### config.mk
export PLATFORM = sky130hd
export DESIGN_NAME = tnt_front
export DESIGN_NICKNAME = d
export VERILOG_FILES = /design/src/rtl/core/tnt_pkg.sv /design/src/rtl/core/tnt_front.sv
export SDC_FILE = /design/constraint.sdc
export NUM_CORES = 1
export LEC_CHECK = 0
export ABC_CLOCK_PERIOD_IN_PS = 10900
export BUFFER_PORTS_ARGS = -buffer_cell sky130_fd_sc_hd__buf_2
export CORE_MARGIN = 5
export CORE_UTILIZATION = 45
export DETAILED_ROUTE_END_ITERATION = 16
export PLACE_DENSITY = 0.63
export SLEW_MARGIN = 5
export SYNTH_ARGS = -nofsm -noshare
export SYNTH_HDL_FRONTEND = slang
export SYNTH_SLANG_ARGS = --single-unit
### constraint.sdc
create_clock -name clk -period 10.9 [get_ports clk]
set_input_delay 3.27 -clock clk [delete_from_list [all_inputs] [get_ports clk]]
set_output_delay 3.27 -clock clk [all_outputs]
set_load 0.005 [all_outputs]
### src/rtl/core/tnt_pkg.sv
`default_nettype none
// ----------------------------------------------------------------------------
// tnt_pkg: shared types and widths
// Beat types, job type and derived arithmetic widths for the normal and
// tangent unit.
// ----------------------------------------------------------------------------
package tnt_pkg;

  localparam int COORD_WIDTH   = 16;
  localparam int OUT_FRAC_BITS = 14;
  localparam int OUT_WIDTH     = 16;

  localparam int EDGE_WIDTH = COORD_WIDTH + 1;
  localparam int COMP_WIDTH = 2 * EDGE_WIDTH + 1;
  localparam int PROD_WIDTH = 2 * COMP_WIDTH;
  localparam int SQ_WIDTH   = 2 * COMP_WIDTH - 1;
  localparam int SUM_WIDTH  = SQ_WIDTH + 2;
  localparam int Q_WIDTH    = OUT_FRAC_BITS + 1;
  localparam int ACC_WIDTH  = SUM_WIDTH + 2 * Q_WIDTH + 2;
  localparam int BIT_WIDTH  = $clog2(Q_WIDTH);

  typedef struct packed {
    logic signed [COORD_WIDTH-1:0] pos_x;
    logic signed [COORD_WIDTH-1:0] pos_y;
    logic signed [COORD_WIDTH-1:0] pos_z;
    logic signed [COORD_WIDTH-1:0] tex_u;
    logic signed [COORD_WIDTH-1:0] tex_v;
  } in_beat_t;

  typedef struct packed {
    logic signed [OUT_WIDTH-1:0] normal_x;
    logic signed [OUT_WIDTH-1:0] normal_y;
    logic signed [OUT_WIDTH-1:0] normal_z;
    logic signed [OUT_WIDTH-1:0] tangent_x;
    logic signed [OUT_WIDTH-1:0] tangent_y;
    logic signed [OUT_WIDTH-1:0] tangent_z;
    logic                        normal_valid;
    logic                        tangent_valid;
  } out_beat_t;

  typedef struct packed {
    logic signed [EDGE_WIDTH-1:0] e1x;
    logic signed [EDGE_WIDTH-1:0] e1y;
    logic signed [EDGE_WIDTH-1:0] e1z;
    logic signed [EDGE_WIDTH-1:0] e2x;
    logic signed [EDGE_WIDTH-1:0] e2y;
    logic signed [EDGE_WIDTH-1:0] e2z;
    logic signed [EDGE_WIDTH-1:0] d1u;
    logic signed [EDGE_WIDTH-1:0] d1v;
    logic signed [EDGE_WIDTH-1:0] d2u;
    logic signed [EDGE_WIDTH-1:0] d2v;
  } job_t;

endpackage
`default_nettype wire

### src/rtl/core/tnt_front.sv
`default_nettype none
// ----------------------------------------------------------------------------
// tnt_front: corner collector
// Holds the first two corners of a triangle and, on the third, forms the
// edge and texture deltas and pushes them as one job.
// ----------------------------------------------------------------------------
module tnt_front import tnt_pkg::*; (
  input  wire logic     clk,
  input  wire logic     rst,
  input  wire logic     in_valid,
  output logic          in_stall,
  input  wire in_beat_t in_data,
  output logic          job_push,
  input  wire logic     job_full,
  output job_t          job
);

  logic [1:0] corner_count;
  in_beat_t   held0;
  in_beat_t   held1;
  logic       accept;

  function automatic logic signed [EDGE_WIDTH-1:0] diff(
    input logic signed [COORD_WIDTH-1:0] a,
    input logic signed [COORD_WIDTH-1:0] b
  );
    return EDGE_WIDTH'(a) - EDGE_WIDTH'(b);
  endfunction

  assign in_stall = (corner_count == 2'd2) && job_full;
  assign accept   = in_valid && !in_stall;
  assign job_push = accept && (corner_count == 2'd2);

  always_comb begin
    job.e1x = diff(held1.pos_x, held0.pos_x);
    job.e1y = diff(held1.pos_y, held0.pos_y);
    job.e1z = diff(held1.pos_z, held0.pos_z);
    job.e2x = diff(in_data.pos_x, held0.pos_x);
    job.e2y = diff(in_data.pos_y, held0.pos_y);
    job.e2z = diff(in_data.pos_z, held0.pos_z);
    job.d1u = diff(held1.tex_u, held0.tex_u);
    job.d1v = diff(held1.tex_v, held0.tex_v);
    job.d2u = diff(in_data.tex_u, held0.tex_u);
    job.d2v = diff(in_data.tex_v, held0.tex_v);
  end

  always_ff @(posedge clk) begin
    if (accept) begin
      case (corner_count)
        2'd0: held0 <= in_data;
        2'd1: held1 <= in_data;
        default: ;
      endcase
    end
    if (rst) begin
      corner_count <= 2'd0;
    end else if (accept) begin
      case (corner_count)
        2'd0:    corner_count <= 2'd1;
        2'd1:    corner_count <= 2'd2;
        default: corner_count <= 2'd0;
      endcase
    end
  end

endmodule
`default_nettype wire

==> metrics, run 1 <==
status complete, no violations; die area 0.0321 mm²; Skew-Pair Late Insertion Delay 0.43 ns; Post-Route WL 32300 µm; startpoint types primary input; Peak VDD IR 0.0000727 V; final setup fails 0; total gr overflow 0; internal power 1390 µW; antenna viol nets, final 0; pwr dens 135 mW/mm²; CTS buffer count 17; Root Driver clkbuf_16; Yosys reg bits 162; NetSw 667 µW; sequential area share after synthesis 0.376; XOR/XNOR share of the synthesized area 0.0748; H-tree depth 4; RSZ-0062 raised after global routing false; synth-to-layout area growth 18.0%; top cells by area, synth edfxtp_1 37%, ha_1 16%, xnor2_1 5.6%, a21oi_1 4.3%, inv_1 4.3%; Final #Nets 1831; clk buf depth 2; syn nets 1571; Die Ht 179 µm; Worst-path clk slew 0.06 ns; Worst Skew 0.00588 ns; setup repair bufs after CTS 0; crit path buf inv count 3; maximum fanout along the worst path 4; FP Rows 62; DP HPWL 26000 µm; multi-input logic area 0.00743 mm²; Final min period 8.71 ns; hold_buf cts 0; most used cell along the critical path buf_2; YS warnings 0; final worst-path cycle share 0.799; clock sinks 162; fmax 115 MHz; largest family of logic cells by synthesized area compound AO/OA/AOI/OAI gates; CP required 7.63 ns; Clk pwr share 0.290; slew margin rel. 0.383; Synth top area share 0.373; number of global-route vias before repair 10300; sw frac 0.325; Netlist Area Pre-Place 0.0129 mm²; Overall Power 2050 µW; mux cell area share after synthesis 0.00544; mean routed wirelength per cell 16.3 µm; Primary FF master, synth edfxtp_1; min-delay worst type reg2reg; Register Area 0.00484 mm²; final setup TNS 0 ns; DR DRC count 0; compound-cell area share of the yosys netlist 0.203; largest net degree at the start of global routing 65; Slowest-stage cell, CP fa_1; final hold violation count 0; Final Max Slew Viols 0; Syn Area/Cell 9.79 µm²; CP peak stage delay 0.41 ns; post-synthesis adder-cell area fraction 0.171; Distinct cells, synth 75; vias 10600; I/O Pins 256; CP Data Arrival Time 5.44 ns; Port Buffers 255; Comb pwr share 0.351; cells along the critical path buf_2 > inv_1 > ha_1 > fa_1 > nor2b_1 > o31a_1 > o21ai_1 > o31ai_1 > o2111ai_1 > a41o_1 > buf_2; Core Area 0.0285 mm²; initial DRC count 571; Worst Tran Pin Value 0.925 ns; async set or reset register ratio after synthesis 0; CP endpoint kind output port; global-route wire length before repair 50800 µm; fill cell count 2643; max_cap viols 0; P_leak 0.00682 µW; router iterations before antenna repair 6; Post-synth top cells 160 x edfxtp_1, 160 x ha_1, 146 x inv_1, 112 x a21oi_1, 83 x xnor2_1; Die Width 179 µm; Via density 5.38; Yosys top cell by area edfxtp_1; Tot GR Track Use 0.197; Post-synth EDFFs 160; WS Path Type in2out; Syn Inst Count 1317; Post-CTS Resized 0; initial antenna violation count 7; layout cells sized above 1 0.192; initial core utilization 0.453; gpl congestion 0.892; sequential fraction of design power 0.359; Worst path top cell family by delay compound AO/OA/AOI/OAI gates; Simple-Gate Fraction of Synth Area 0.122; CTS tree yes
==> cells in the final DEF (no fill, tap or decap), drive strengths merged, types with 32 or more instances in the layout <==
| cell | netlist | routed |
|---|---|---|
| o21a | 32 | 32 |
| xnor2 | 83 | 83 |
| nor2 | 79 | 79 |
| nand2 | 65 | 65 |
| a21o | 38 | 38 |
| buf | 3 | 259 |
| a21oi | 113 | 113 |
| o21ai | 70 | 70 |
| inv | 146 | 151 |
| ha | 160 | 160 |
| edfxtp | 160 | 160 |
==> final timing paths <==
kind / from / end / slack (ns) / cells past startpoint
max: in_data[48] / job[101] / 2.19 / 11
min: corner_count[1]$_SDFFE_PP0P_ / corner_count[1]$_SDFFE_PP0P_ / 0.55 / 1
max reg2reg: corner_count[0]$_SDFFE_PP0P_ / held1[18]$_DFFE_PP_ / 8.92 / 2
min reg2reg: corner_count[1]$_SDFFE_PP0P_ / corner_count[1]$_SDFFE_PP0P_ / 0.55 / 1
==> sequential cells by signal, summed over array words and instances, names as in the netlist <==
signal	count
held0	80
held1	80
corner_count	2
==> routing by layer <==
layer / track usage / vias up / wire length [µm]
met2: 0.336 / 278 / 15300
met3: 0.0477 / 50 / 2120
met1: 0.247 / 4910 / 14200
li1: - / 5396 / -
met5: 0 / - / 34
met4: 0.0635 / 6 / 633
==> metrics by stage <==
step / setup WS [ns] / cells / hold WS (ns) / utilization / instance area [µm²]
after floorplan: 1.50 / 1317 / 0.467 / - / 12900
after global placement: 2.23 / 1942 / 0.510 / 0.513 / 14600
after detailed placement: 2.20 / 1942 / 0.543 / 0.513 / 14600
after CTS: 2.19 / 1974 / 0.550 / 0.534 / 15200
after global routing: 1.98 / 1978 / 0.590 / 0.534 / 15200
final: 2.19 / 1978 / 0.549 / 0.534 / 15200
==> cells by family (layout without fill, tap and decap cells) <==
family / count (synthesis) / count (layout)
AOI/OAI and AO/OA: 394 / 394
xor gates and xnor gates: 110 / 110
adders and majority gates: 170 / 170
buffers and inverters: 164 / 437
DFF: 162 / 162
muxes: 7 / 7
other: 0 / 4
and+or+nand+nor: 310 / 310
==> power by group through the flow <==
stage	sequential, µW	combinational [µW]	clock [µW]
after floorplan	753	455	0
after global placement	749	713	0
after detailed placement	750	721	0
after CTS	736	726	609
after global routing	739	806	639
final	736	720	596
==> final cells by class <==
type	instances	share of cell area
Sequential cell	162	0.319
Inverter	146	0.0360
Timing Repair Buffer	259	0.0859
Tap cell	384	0.0316
Clock inverter	15	0.0102
Antenna cell	4	0.000658
Multi-Input combinational cell	991	0.489
Clock buffer	17	0.0280
Power figures use the tool's default switching activity.
==> inputs of run 2 (changes only) <==
--- a/config.mk
+++ b/config.mk
@@ -5,12 +5,13 @@
 export SDC_FILE = /design/constraint.sdc
 export NUM_CORES = 1
 export LEC_CHECK = 0
-export ABC_CLOCK_PERIOD_IN_PS = 10900
+export ABC_AREA = 1
+export ABC_CLOCK_PERIOD_IN_PS = 8300
 export BUFFER_PORTS_ARGS = -buffer_cell sky130_fd_sc_hd__buf_2
 export CORE_MARGIN = 5
 export CORE_UTILIZATION = 45
 export DETAILED_ROUTE_END_ITERATION = 16
-export PLACE_DENSITY = 0.63
+export PLACE_DENSITY = 0.62
 export SLEW_MARGIN = 5
 export SYNTH_ARGS = -nofsm -noshare
 export SYNTH_HDL_FRONTEND = slang
==> constraint.sdc (replaced) <==
create_clock -name clk -period 8.3 [get_ports clk]
set_input_delay 2.49 -clock clk [delete_from_list [all_inputs] [get_ports clk]]
set_output_delay 2.49 -clock clk [all_outputs]
set_load 0.005 [all_outputs]
==> run 2 against run 1 <==
Compared with the run above: routed wire length up 17%; critical endpoint is now job[97]; critical path depth up 3; register-to-register slack worse by 2.7 ns; critical path type unchanged; worst setup slack worse by 0.51 ns; non-clock buffer count unchanged; sequential power up 31%; largest power group is now combinational cells; core utilization down 0.77 points; first-iteration DRC count up 5.1%; global-route usage up 0.71 points.
==> metrics, run 2 <==
status complete, no violations; Syn Inst Count 2267; Reg2Reg Launch Point corner_count[1]$_SDFFE_PP0P_; Util after Layout 0.526; Netlist Area Pre-Place 0.0150 mm²; fill cell count 3423; CP endpoint kind output port; Root Driver clkbuf_16; startpoint types primary input; CTS buffer count 17; Die Width 193 µm; final setup TNS 0 ns; Worst Tran Pin Value 0.657 ns; Port Buffers 255; DR DRC count 0; Via density 4.59; total gr overflow 0; Post-synth EDFFs 160; Distinct cells, synth 15; P_leak 0.0107 µW; largest net degree at the start of global routing 47; final setup fails 0; async set or reset register ratio after synthesis 0; synth-to-layout area growth 16.6%; fin area 0.0175 mm²; DP HPWL 31800 µm; H-tree depth 4; count leader, synth nand2_1; sequential area share after synthesis 0.322; CP Launch Point in_data[48]; RSZ-0062 raised after global routing false; clk buf depth 2; Yosys top cell by area edfxtp_1; setup repair bufs after CTS 0; final worst-path cycle share 0.797; Worst Skew 0.00590 ns; maximum fanout along the worst path 3; Final #Nets 2799; layout cells sized above 1 0.115; Post-synth top cells 939 x nand2_1, 576 x inv_1, 160 x edfxtp_1, 160 x ha_1, 113 x nand3_1; worst hold path startpoint corner_count[0]$_SDFFE_PP0P_; max_cap viols 0; Post-CTS Resized 0; die area 0.0371 mm²; syn nets 2521; pwr dens 159 mW/mm²; final hold violation count 0; initial antenna violation count 1; antenna viol nets, final 0; YS warnings 0; router iterations before antenna repair 5; Final Max Slew Viols 0; top cells by area, synth edfxtp_1 32%, nand2_1 23%, inv_1 14%, ha_1 13%, nand3_1 3.8%; fmax 151 MHz; Synth top area share 0.320; initial core utilization 0.451; Tot GR Track Use 0.204; mean routed wirelength per cell 12.5 µm; gpl congestion 0.864; most common cell after layout, fill and taps aside nand2_1; Peak VDD IR 0.000134 V; Post-Route WL 37700 µm; vias 13800; Post-Place Cell Area 0.0169 mm²; commonest non-fill, non-tap cells in the layout 939 x nand2_1, 576 x inv_1, 255 x buf_2; CTS tree yes; initial DRC count 600; Top Registers held0: 80 flops, held1: 80 flops, corner_count: 2 flops; CP required 5.81 ns; clock sinks 162; slew margin rel. 0.562; CP Data Arrival Time 4.13 ns; Worst-path clk slew 0.06 ns; Yosys reg bits 162; Core Area 0.0333 mm²; Hold WS 0.501 ns; Die Ht 193 µm; FP Rows 67; WS Path Type in2out; Antenna Cells 0; min-delay worst type reg2reg; I/O Pins 256; number of global-route vias before repair 13100; global-route wire length before repair 61400 µm; Final min period 6.62 ns; hold_buf cts 0; Primary FF master, synth edfxtp_1; Skew-Pair Late Insertion Delay 0.44 ns; Syn Area/Cell 6.63 µm²
==> run 2: cell count changes after synthesis, moves of 20 or more <==
cell	before	now
nand2_1	65	939
inv_1	146	576
nand3_1	22	113
o21ai_0	63	1
xnor2_1	83	23
a21o_1	37	0
o21a_1	32	0
nor2b_1	29	0
nand2b_1	27	0
xor2_1	27	47
==> run 2: critical path, cell delays in order <==
cell,delay [ns]
buf_2,0.11
inv_1,0.05
ha_1,0.22
fa_1,0.44
inv_1,0.08
nand2_1,0.05
nand2_1,0.12
nand3_1,0.08
nand2_1,0.14
nand2_1,0.09
nand2_1,0.06
nand2_1,0.04
nand2_1,0.04
buf_2,0.10
==> run 2: layout make-up <==
class,instances,area (µm²),share of cell area
well taps,448,561,0.0320
multi-input cells,1529,8030,0.458
inverters,576,2160,0.123
repair buffers,259,1310,0.0746
flip-flops and latches,162,4840,0.277
clock buffers,17,425,0.0243
clock inverters,15,191,0.0109
==> run 2: routing by layer <==
| metal | wire (µm) | GRT usage |
|---|---|---|
| met1 | 17500 | 0.262 |
| met2 | 17300 | 0.351 |
| met3 | 2170 | 0.0391 |
| met4 | 684 | 0.0579 |
| met5 | 13 | 0 |
==> run 2: kinds of logic (layout without fill, tap and decap cells) <==
kind of cell / Yosys count / after routing / synth area share
compound gates: 103 / 103 / 0.0343
xor+xnor: 70 / 70 / 0.0408
fa+ha+maj: 170 / 170 / 0.147
buf+inv: 576 / 867 / 0.144
flops: 162 / 162 / 0.322
simple gates: 1186 / 1186 / 0.312
==> run 2: metrics by stage <==
stage	total power (µW)	instances	setup WS [ns]
after floorplan	1620	2267	-0.319
after global placement	1970	2974	1.74
after detailed placement	1980	2974	1.68
after CTS	2820	3006	1.67
after global routing	2990	3006	1.49
final	2790	3006	1.68
==> run 2: path summary, 6_finish.rpt <==
check | endpoint | slack [ns] | cells after the start
worst max-delay path | job[97] | 1.68 | 14
worst min register to register | corner_count[0]$_SDFFE_PP0P_ | 0.50 | 2
worst max register to register | held0[26]$_DFFE_PP_ | 6.24 | 3
worst min-delay path | corner_count[0]$_SDFFE_PP0P_ | 0.50 | 2
==> run 2: report_power, final <==
part	internal, µW	total, µW	switching (µW)
combinational	382	992	610
clock	500	828	328
sequential	951	965	13.4
total	1830	2790	951
