`src/rtl/core/tnt_pkg.sv`:
```
`default_nettype none
// ----------------------------------------------------------------------------
// tnt_pkg: shared types and widths
// Beat types, job type and derived arithmetic widths for the normal and
// tangent unit.
// ----------------------------------------------------------------------------
package tnt_pkg;

  localparam int COORD_WIDTH   = 16;
  localparam int OUT_FRAC_BITS = 14;
  localparam int OUT_WIDTH     = 16;

  localparam int EDGE_WIDTH = COORD_WIDTH + 1;
  localparam int COMP_WIDTH = 2 * EDGE_WIDTH + 1;
  localparam int PROD_WIDTH = 2 * COMP_WIDTH;
  localparam int SQ_WIDTH   = 2 * COMP_WIDTH - 1;
  localparam int SUM_WIDTH  = SQ_WIDTH + 2;
  localparam int Q_WIDTH    = OUT_FRAC_BITS + 1;
  localparam int ACC_WIDTH  = SUM_WIDTH + 2 * Q_WIDTH + 2;
  localparam int BIT_WIDTH  = $clog2(Q_WIDTH);

  typedef struct packed {
    logic signed [COORD_WIDTH-1:0] pos_x;
    logic signed [COORD_WIDTH-1:0] pos_y;
    logic signed [COORD_WIDTH-1:0] pos_z;
    logic signed [COORD_WIDTH-1:0] tex_u;
    logic signed [COORD_WIDTH-1:0] tex_v;
  } in_beat_t;

  typedef struct packed {
    logic signed [OUT_WIDTH-1:0] normal_x;
    logic signed [OUT_WIDTH-1:0] normal_y;
    logic signed [OUT_WIDTH-1:0] normal_z;
    logic signed [OUT_WIDTH-1:0] tangent_x;
    logic signed [OUT_WIDTH-1:0] tangent_y;
    logic signed [OUT_WIDTH-1:0] tangent_z;
    logic                        normal_valid;
    logic                        tangent_valid;
  } out_beat_t;

  typedef struct packed {
    logic signed [EDGE_WIDTH-1:0] e1x;
    logic signed [EDGE_WIDTH-1:0] e1y;
    logic signed [EDGE_WIDTH-1:0] e1z;
    logic signed [EDGE_WIDTH-1:0] e2x;
    logic signed [EDGE_WIDTH-1:0] e2y;
    logic signed [EDGE_WIDTH-1:0] e2z;
    logic signed [EDGE_WIDTH-1:0] d1u;
    logic signed [EDGE_WIDTH-1:0] d1v;
    logic signed [EDGE_WIDTH-1:0] d2u;
    logic signed [EDGE_WIDTH-1:0] d2v;
  } job_t;

endpackage
`default_nettype wire

```
`src/rtl/core/tnt_job_queue.sv`:
```
`default_nettype none
// ----------------------------------------------------------------------------
// tnt_job_queue: two-entry job queue
// Decouples the corner collector from the arithmetic back end.
// ----------------------------------------------------------------------------
module tnt_job_queue import tnt_pkg::*; (
  input  wire logic clk,
  input  wire logic rst,
  input  wire logic push,
  input  wire job_t push_data,
  output logic      full,
  output logic      valid,
  input  wire logic pop,
  output job_t      pop_data
);

  job_t       entries [2];
  logic       wr_ptr;
  logic       rd_ptr;
  logic [1:0] count;
  logic       do_push;
  logic       do_pop;

  assign full     = (count == 2'd2);
  assign valid    = (count != 2'd0);
  assign do_push  = push && !full;
  assign do_pop   = pop && valid;
  assign pop_data = entries[rd_ptr];

  always_ff @(posedge clk) begin
    if (do_push) begin
      entries[wr_ptr] <= push_data;
    end
    if (rst) begin
      wr_ptr <= 1'b0;
      rd_ptr <= 1'b0;
      count  <= 2'd0;
    end else begin
      if (do_push) wr_ptr <= !wr_ptr;
      if (do_pop)  rd_ptr <= !rd_ptr;
      count <= count + 2'(do_push) - 2'(do_pop);
    end
  end

endmodule
`default_nettype wire

```
`config.mk`:
```
export PLATFORM = sky130hd
export DESIGN_NAME = tnt_job_queue
export DESIGN_NICKNAME = d
export VERILOG_FILES = /design/src/rtl/core/tnt_pkg.sv /design/src/rtl/core/tnt_job_queue.sv
export SDC_FILE = /design/constraint.sdc
export NUM_CORES = 1
export LEC_CHECK = 0
export ABC_AREA = 0
export BUFFER_PORTS_ARGS = -buffer_cell sky130_fd_sc_hd__buf_2
export CAP_MARGIN = 20
export CORE_MARGIN = 2
export CORE_UTILIZATION = 42
export CTS_CLUSTER_DIAMETER = 150
export CTS_CLUSTER_SIZE = 25
export DETAILED_ROUTE_END_ITERATION = 6
export PLACE_DENSITY = 0.71
export SYNTH_ARGS = -nofsm -noshare
export SYNTH_HDL_FRONTEND = slang
export SYNTH_SLANG_ARGS = --single-unit
```
`constraint.sdc`:
```
create_clock -name clk -period 6.98 [get_ports clk]
set_clock_uncertainty 0.1 [all_clocks]
set_input_delay 1.047 -clock clk [delete_from_list [all_inputs] [get_ports clk]]
set_output_delay 1.047 -clock clk [all_outputs]
set_load 0.01 [all_outputs]
```
==> impl_metrics.yaml, run 1 <==
timing:
  rsz0062_at_grt: "false"
  tns_ps: 0
  period_needed_ps: 3950
  drv_slew: 0
  fmax_ghz: 0.253
  setup_viol: 0
  hold_violations: 0
  layout_setup_ws_ps: 3030
  tightest_slew_ps: 1040
  period_share_pct: 56.6
  slew_headroom_pct: 30.8
layout:
  drive_gt1_share_pct: 59.6
  multi_input_area_um2: 2410
  most-common-layout-cells: "buf_2, edfxtp_1, mux2_4, mux2_2, clkbuf_16"
  final_common_cell: "buf_2"
  nets: 1081
  regArea_um2: 10300
  syn_to_final_growth_pct: 20.0
  post-route-util_pct: 50.9
  postLayoutCellArea_um2: 15500
  filler_cell_count: 2528
logic_synthesis:
  synth.distinct_cells: 20
  synth_seq_cells: 345
  yosysWarningCount: 0
  syn-cell-area_um2: 12900
  ys_seq_area_share_pct: 79.9
  netlist_instances: 555
  syn_avg_cell_area_um2: 23.2
  synthesis.nets: 731
clocking:
  clock_latency_ps: 490
  clk_pin_slew_ps: 80
  cts_tree: "built"
  clockRootBuffer: "clkbuf_16"
  cts_resized: 0
  clock-sinks: 345
  cts_made_buffers: 17
  htree_num_levels: 1
  cts_setup_buffers: 0
  hold_buffers: 0
  cts_buffer_depth: 3
critical_path:
  crit_family: "flip-flops"
  slowest_stage: "dfxtp_4"
  critPathKind: "flop to output port"
  max_stage_delay_ps: 890
  required_ps: 5830
  worst_ep_arrival_time_ps: 2800
  path_cells: "buf_12, mux2_2, buf_2"
  critPathMaxFanout: 124
  cp-end-kind: "output port"
  cp-start-kind: "flop"
  crit_buf_inv: 2
detailed_routing:
  ant_nets: 0
  drc: 0
  firstDrtPassIters: 4
  wirelength_um: 24200
  drt-initial-drc-count: 398
  drt-vias-per-instance: 4.78
  wl_per_cell_um: 18.5
  num_vias: 6257
global_route:
  use_met1_pct: 16.3
  use_met3_pct: 4.73
  grt_use_met2_pct: 24.3
  grt_pass1_vias: 6216
  grt_usage_pct: 14.1
  grt_max_degree: 125
  overflow: 0
  grt_pass1_wl_um: 34600
  busiest_layer: "met2"
  antenna_found_initial: 7
run:
  max_cap_viol_count: 0
place:
  gp_congestion: 0.715
  io_buffers: 345
  placed_area_um2: 15000
  pre_cts_ws_ps: 3330
  dp_hpwl_um: 16000
die:
  die_h_um: 179
  core_um2: 30400
  initial_core_util_pct: 42.4
  die-width_um: 179
  num_rows: 64
  dieArea_um2: 32100
  ioPinCount: 346
pwr:
  p_leak_nw: 5.87
  vdd_drop_max_mv: 0.375
  power_density_nw_per_um2: 326
  report.power.total_mw: 5.05
outcome:
  status: "finished clean"
hold_path:
  hold_class: "flop to flop"
[Yosys cell counts]
library cell,n,area (um^2)
a21oi_1,1,5.00
and3_1,1,6.26
buf_2,7,35.0
buf_6,12,135
dfxtp_1,5,100
edfxtp_1,340,10200
ha_1,2,25.0
inv_1,4,15.0
mux2_2,70,788
mux2_4,100,1500
nand2_1,1,3.75
nand2b_1,1,6.26
nor2_1,3,11.3
nor2b_1,1,6.26
o21a_1,1,7.51
o21ai_0,1,5.00
or2_2,1,6.26
or3_1,1,6.26
xnor2_1,2,17.5
xor2_1,1,8.76
[per-layer routing]
| metal | vias to the layer above | wire [um] |
|---|---|---|
| li1 | 2890 | - |
| met4 | 4 | 688 |
| met2 | 222 | 12100 |
| met3 | 36 | 2270 |
| met1 | 3105 | 9150 |
| met5 | - | 18 |
[cells by family after synthesis]
group,after synthesis,share of synthesized area (%)
flops,345,79.9
mux,170,17.7
buf+inv,23,1.44
simple gates,9,0.359
compound gates,3,0.136
xor+xnor,3,0.204
fa+ha+maj,2,0.194
[path summary, 6_finish.rpt]
check	startpoint	end	slack, ps	cells past startpoint
setup / recovery	flop	pop_data[26]	3030	3
hold / removal	wr_ptr$_SDFFE_PP0N_	wr_ptr$_SDFFE_PP0N_	410	2
setup reg to reg	count[0]$_SDFF_PP0_	entries[0][122]$_DFFE_PP_	4000	5
hold reg to reg	wr_ptr$_SDFFE_PP0N_	wr_ptr$_SDFFE_PP0N_	410	2
[sequential cells by signal (all words and copies together) (netlist names), named ones only]
signal / flops
count: 2
entries: 340
rd_ptr: 1
wr_ptr: 1
[power breakdown]
part / leakage [nW] / internal (mW) / switching (mW)
clock: 0.216 / 0.452 / 0.599
sequential: 3.22 / 2.57 / 0.0992
combinational: 2.44 / 0.667 / 0.660
total: 5.87 / 3.69 / 1.36
[stage by stage]
stage          hold slack (ps)  std cells
6_report                   413       1310
5_1_grt                    449       1308
4_1_cts                    406       1305
3_5_place_dp               393       1282
3_3_place_gp               382       1282
2_1_floorplan              352        555
[area by class of cell]
| cell class | instances | share of cell area, % |
|---|---|---|
| clock inverter | 1 | 0.0485 |
| inverter | 4 | 0.129 |
| tap | 396 | 3.20 |
| timing repair buffer | 350 | 11.5 |
| clock buffer | 22 | 2.87 |
| multi-input combinational | 187 | 15.6 |
| antenna | 5 | 0.0808 |
| sequential | 345 | 66.6 |
[worst min-delay path, stage by stage, from the launching register on]
cell	delay [ps]
dfxtp_1	330
o21ai_0	70
a21oi_1	70
(Power assumes the default switching activity.)
==> run 2, diff against run 1 <==
- PLACE_DENSITY: 0.71 -> 0.74
- clock period: 6.98 -> 3.22 ns (I/O delays scaled with it)
==> run 2 against run 1 <==
  * Clock-buffer cell count grew 1
  * Wire length is 2.0% lower
  * Register-to-register slack lost 2900 ps
  * Non-clock buffer count is 9 higher
  * Flip-flop and latch count stayed put
  * Combinational power rose by 130%
  * Setup slack worse by 2400 ps
  * Critical path depth is the same
  * Cell area up 1.2%
  * Clock power up 110%
  * Via count increased by 0.53%
  * Critical path type unchanged
  * Largest cell class unchanged
  * Highest routed layer unchanged
==> impl_metrics.yaml, run 2 (synthesis results as in run 1) <==
outcome:
  status: "finished clean"
critical_path:
  path_cells: "buf_12, mux2_2, buf_2"
  required_ps: 2640
  cp-end-kind: "output port"
  reg2reg_slack_ps: 1070
  critPathMaxFanout: 81
  crit_family: "buffers and inverters"
  critPathKind: "flop to output port"
  slowest_stage: "mux2_2"
  reg2regPathDepth: 5
  crit_buf_inv: 2
  path_depth: 3
  max_stage_delay_ps: 420
  cp-start-kind: "flop"
  worst_ep_arrival_time_ps: 1970
hold_path:
  hold_class: "input pin to flop"
  min_path_cells: 1
detailed_routing:
  num_vias: 6290
  ant_nets: 0
  wirelength_um: 23700
  drt-vias-per-instance: 4.77
  wl_per_cell_um: 18.0
  firstDrtPassIters: 6
  drt-initial-drc-count: 365
  drc: 0
global_route:
  use_met3_pct: 4.52
  use_met1_pct: 16.3
  busiest_layer: "met2"
  grt_pass1_vias: 6350
  overflow: 0
  grt_max_degree: 82
  grt_pass1_wl_um: 34200
  grt_use_met2_pct: 24.2
  grt_usage_pct: 13.8
  antenna_found_initial: 6
clocking:
  cts_tree: "built"
  cts_buffer_depth: 3
  cts_made_buffers: 17
  hold_buffers: 0
  cts_resized: 0
  clock-sinks: 345
  clock_latency_ps: 490
  cts_setup_buffers: 0
  clk_pin_slew_ps: 100
  clockRootBuffer: "clkbuf_16"
  htree_num_levels: 1
timing:
  period_share_pct: 79.2
  hold_violations: 0
  drv_slew: 0
  rsz0062_at_grt: "false"
  slew_headroom_pct: 59.8
  setup_viol: 0
  tns_ps: 0
  period_needed_ps: 2550
  tightest_slew_ps: 603
  fmax_ghz: 0.392
die:
  num_rows: 64
  dieArea_um2: 32100
  die_h_um: 179
  ioPinCount: 346
  core_um2: 30400
  die-width_um: 179
  initial_core_util_pct: 42.4
pwr:
  switching_share_pct: 26.5
  vdd_drop_max_mv: 0.456
  p_leak_nw: 5.94
  power_frac_comb_pct: 27.9
  pwr-share-seq_pct: 51.7
  intPower_mw: 8.08
  clkPwrFrac_pct: 20.4
  power_density_nw_per_um2: 702
  p_switching_mw: 2.92
layout:
  largest_reg_flops: 340
  final_cells: 1319
  filler_cell_count: 2459
  top_regs: "entries (340), count (2)"
  post-route-util_pct: 51.5
  most-common-layout-cells: "buf_2, edfxtp_1, mux2_4, mux2_2, clkbuf_16"
  drive_gt1_share_pct: 60.6
  nets: 1090
  regMostFlops: "entries"
  syn_to_final_growth_pct: 21.4
  final_common_cell: "buf_2"
place:
  dp_cells: 1291
  dp_hpwl_um: 16600
  io_buffers: 345
  gp_congestion: 0.720
run:
  max_cap_viol_count: 0
## run 2: cell types whose count changed in the layout (fill, tap and decap cells not counted), sizes merged
cell	previous run	this run
buf	350	359
clkbuf	22	23
clkinvlp	1	2
diode	5	4
inv	4	3
## run 2: per-layer routing
| layer | part of all wire [%] | vias to the layer above | wire length (um) |
|---|---|---|---|
| met4 | 2.2 | 4 | 514 |
| met1 | 38 | 3119 | 9040 |
| met3 | 8.5 | 38 | 2020 |
| met2 | 51 | 219 | 12100 |
| li1 | - | 2910 | - |
| met5 | 0.11 | - | 27 |
## run 2: layout make-up
class / instances / area (um^2) / area share (%)
Sequential cell: 345 / 10300 / 65.9
Multi-Input combinational cell: 187 / 2420 / 15.5
Timing Repair Buffer: 359 / 1940 / 12.4
Tap cell: 396 / 495 / 3.16
Clock buffer: 23 / 448 / 2.86
Inverter: 4 / 21.3 / 0.136
Antenna cell: 4 / 10.0 / 0.0639
Clock inverter: 1 / 7.51 / 0.0479
## run 2: final timing paths
check                            from                   endpoint
hold / removal         push_data[117]  entries[1][117]$_DFFE_PP_
setup reg to reg  count[0]$_SDFF_PP0_   entries[0][26]$_DFFE_PP_
hold reg to reg   wr_ptr$_SDFFE_PP0N_        wr_ptr$_SDFFE_PP0N_
setup / recovery                 flop               pop_data[25]
## run 2: power by group through the flow
stage                     Sequential (mW)  Clock (mW)  Combinational, mW
final                                5.69        2.24               3.07
after global placement               5.76           0               3.09
after detailed placement             5.80           0               3.12
after global routing                 5.74        2.49               3.31
after floorplan                      5.81           0               2.04
after CTS                            5.70        2.33               3.13
## run 2: per-stage QoR
step | setup WS, ps | instance area [um^2] | power, mW | hold slack [ps]
floorplan | -428 | 12900 | 7.85 | 356
global placement | 1020 | 15200 | 8.86 | 388
detailed placement | 993 | 15200 | 8.92 | 418
CTS | 649 | 15700 | 11.2 | 32.6
global route | 579 | 15700 | 11.5 | 24.7
finish | 670 | 15700 | 11.0 | 62.8
==> run 3, diff against run 2 <==
- ABC_AREA: 0 -> 1
- clock period: 3.22 -> 2.3 ns (I/O delays scaled with it)
==> run 3 against run 2 <==
  * Total power grew 46%
  * Sequential power grew 44%
  * Die area increased by 0.13%
  * Hold slack got worse by 20 ps
  * Largest power group unchanged
  * Critical path type unchanged
  * Critical path depth is the same
  * Largest cell class unchanged
  * Global-route usage rose by 1.9 points
  * Register-to-register slack got worse by 660 ps
  * Utilization grew 6.0 points
==> impl_metrics.yaml, run 3 <==
pwr:
  p_leak_nw: 6.73
  power_density_nw_per_um2: 916
  vdd_drop_max_mv: 0.718
  report.power.total_mw: 16.0
timing:
  period_needed_ps: 2260
  holdWs_ps: 42.6
  rsz0062_at_grt: "true"
  drv_slew: 0
  slew_headroom_pct: 57.5
  layout_setup_ws_ps: 44.0
  fmax_ghz: 0.443
  period_share_pct: 98.1
  hold_violations: 0
  tightest_slew_ps: 636
  setup_viol: 0
die:
  die-width_um: 179
  ioPinCount: 346
  num_rows: 64
  die_h_um: 179
  dieArea_um2: 32200
  core_um2: 30400
  initial_core_util_pct: 42.5
clocking:
  cts_tree: "built"
  clockRootBuffer: "clkbuf_16"
  clk_pin_slew_ps: 100
  clock_latency_ps: 500
  cts_buffer_depth: 3
  cts_made_buffers: 17
  htree_num_levels: 1
  clock-sinks: 345
critical_path:
  worst_ep_arrival_time_ps: 1810
  critPathMaxFanout: 42
  slowest_stage: "dfxtp_4"
  crit_buf_inv: 2
  max_stage_delay_ps: 440
  required_ps: 1860
  cp-start-kind: "flop"
  critPathKind: "flop to output port"
  cp-end-kind: "output port"
  path_cells: "buf_12, mux2_2, buf_2"
  crit_family: "flip-flops"
logic_synthesis:
  synth_seq_cells: 345
  synth_most_common_cell: "edfxtp_1"
  ys_seq_area_share_pct: 79.8
  synth.distinct_cells: 12
  async_flop_share_pct: 0
  synth-edff-count: 340
  synthFlopType: "edfxtp_1"
  yosys-top-cells-area: "edfxtp_1, mux2_4, mux2_2"
  yosysTopAreaCell: "edfxtp_1"
  syn_avg_cell_area_um2: 22.8
  post-synth-top-area-fraction_pct: 79.0
  yosysWarningCount: 0
  synthTopCellsByCount: "edfxtp_1, mux2_4, mux2_2"
  netlist_instances: 567
  syn-cell-area_um2: 12900
  synthesis.nets: 743
detailed_routing:
  drt-initial-drc-count: 335
  firstDrtPassIters: 5
  num_vias: 7057
  drc: 0
  ant_nets: 0
  wl_per_cell_um: 18.0
  drt-vias-per-instance: 4.70
  wirelength_um: 27000
layout:
  filler_cell_count: 2270
  drive_gt1_share_pct: 50.6
  regMostFlops: "entries"
  most-common-layout-cells: "buf_2, edfxtp_1, dlygate4sd3_1, mux2_4, mux2_2"
  post-route-util_pct: 57.5
  syn_to_final_growth_pct: 35.4
  multi_input_area_um2: 2430
  postLayoutCellArea_um2: 17500
  nets: 1275
  regArea_um2: 10300
  top_regs: "entries (340), count (2)"
  largest_reg_flops: 340
  final_common_cell: "buf_2"
global_route:
  grt_usage_pct: 15.7
  antenna_found_initial: 1
  grt_pass1_vias: 7426
  grt_max_degree: 71
  overflow: 0
  grt_pass1_wl_um: 39200
place:
  placed_area_um2: 15300
  io_buffers: 345
  dp_hpwl_um: 17100
  gp_congestion: 0.772
  pre_cts_ws_ps: 371
outcome:
  status: "finished clean"
run:
  max_cap_viol_count: 0
hold_path:
  hold_class: "input pin to flop"
run 3: stage by stage:
| step | instances | setup TNS (ps) |
|---|---|---|
| after floorplan | 567 | -421380 |
| final | 1501 | 0 |
| after CTS | 1499 | 0 |
| after global routing | 1500 | -330 |
| after global placement | 1305 | 0 |
| after detailed placement | 1305 | 0 |
run 3: final cells by class:
type,count,share of cell area (%)
Sequential cell,345,59.0
Tap cell,396,2.83
Multi-Input combinational cell,194,13.9
Antenna cell,2,0.0286
Inverter,9,0.215
Clock inverter,1,0.0429
Clock buffer,22,2.54
Timing Repair Buffer,532,21.5
run 3: report_power, final:
| group | total (mW) | internal, mW | switching, mW | leakage [nW] |
|---|---|---|---|---|
| sequential | 8.17 | 7.94 | 0.237 | 3.22 |
| combinational | 4.68 | 2.36 | 2.32 | 3.30 |
| clock | 3.16 | 1.37 | 1.79 | 0.216 |
| total | 16.0 | 11.7 | 4.35 | 6.73 |
run 3: what timing repair did:
| action | 4_1_cts | 5_1_grt |
|---|---|---|
| endpoints found under the setup margin | 0 | 21 |
| setup buffers | 0 | 0 |
| gates resized for setup | 0 | 2 |
| hold buffers | 171 | 0 |
| endpoints found under the hold margin | 341 | 0 |
run 3: cells by family after synthesis:
group	after synthesis	share of synthesized area, %
flip-flops	345	79.8
multiplexers	170	17.7
buffers and inverters	28	1.58
AND/OR/NAND/NOR	20	0.610
AO/OA/AOI/OAI	2	0.0775
adder cells (fa/ha/maj)	2	0.194
run 3: final timing paths:
| kind | startpoint | endpoint | slack [ps] | cells after the start |
|---|---|---|---|---|
| min | push | wr_ptr$_SDFFE_PP0N_ | 40 | 3 |
| max reg2reg | count[0]$_SDFF_PP0_ | entries[1][150]$_DFFE_PP_ | 410 | 5 |
| max | flop | pop_data[46] | 40 | 3 |
| min reg2reg | rd_ptr$_SDFFE_PP0P_ | rd_ptr$_SDFFE_PP0P_ | 440 | 2 |
run 3: worst min-delay path, stage by stage:
cell	delay (ps)
buf_2	110
a21oi_1	70
nor2_1	90
run 3: routing by layer:
metal / global-route usage (%) / up-vias / routed length, um
li1: - / 3279 / -
met1: 18.0 / 3464 / 10100
met3: 3.25 / 52 / 1700
met2: 29.4 / 262 / 14300
met4: 4.74 / 0 / 848
met5: 0 / - / 0
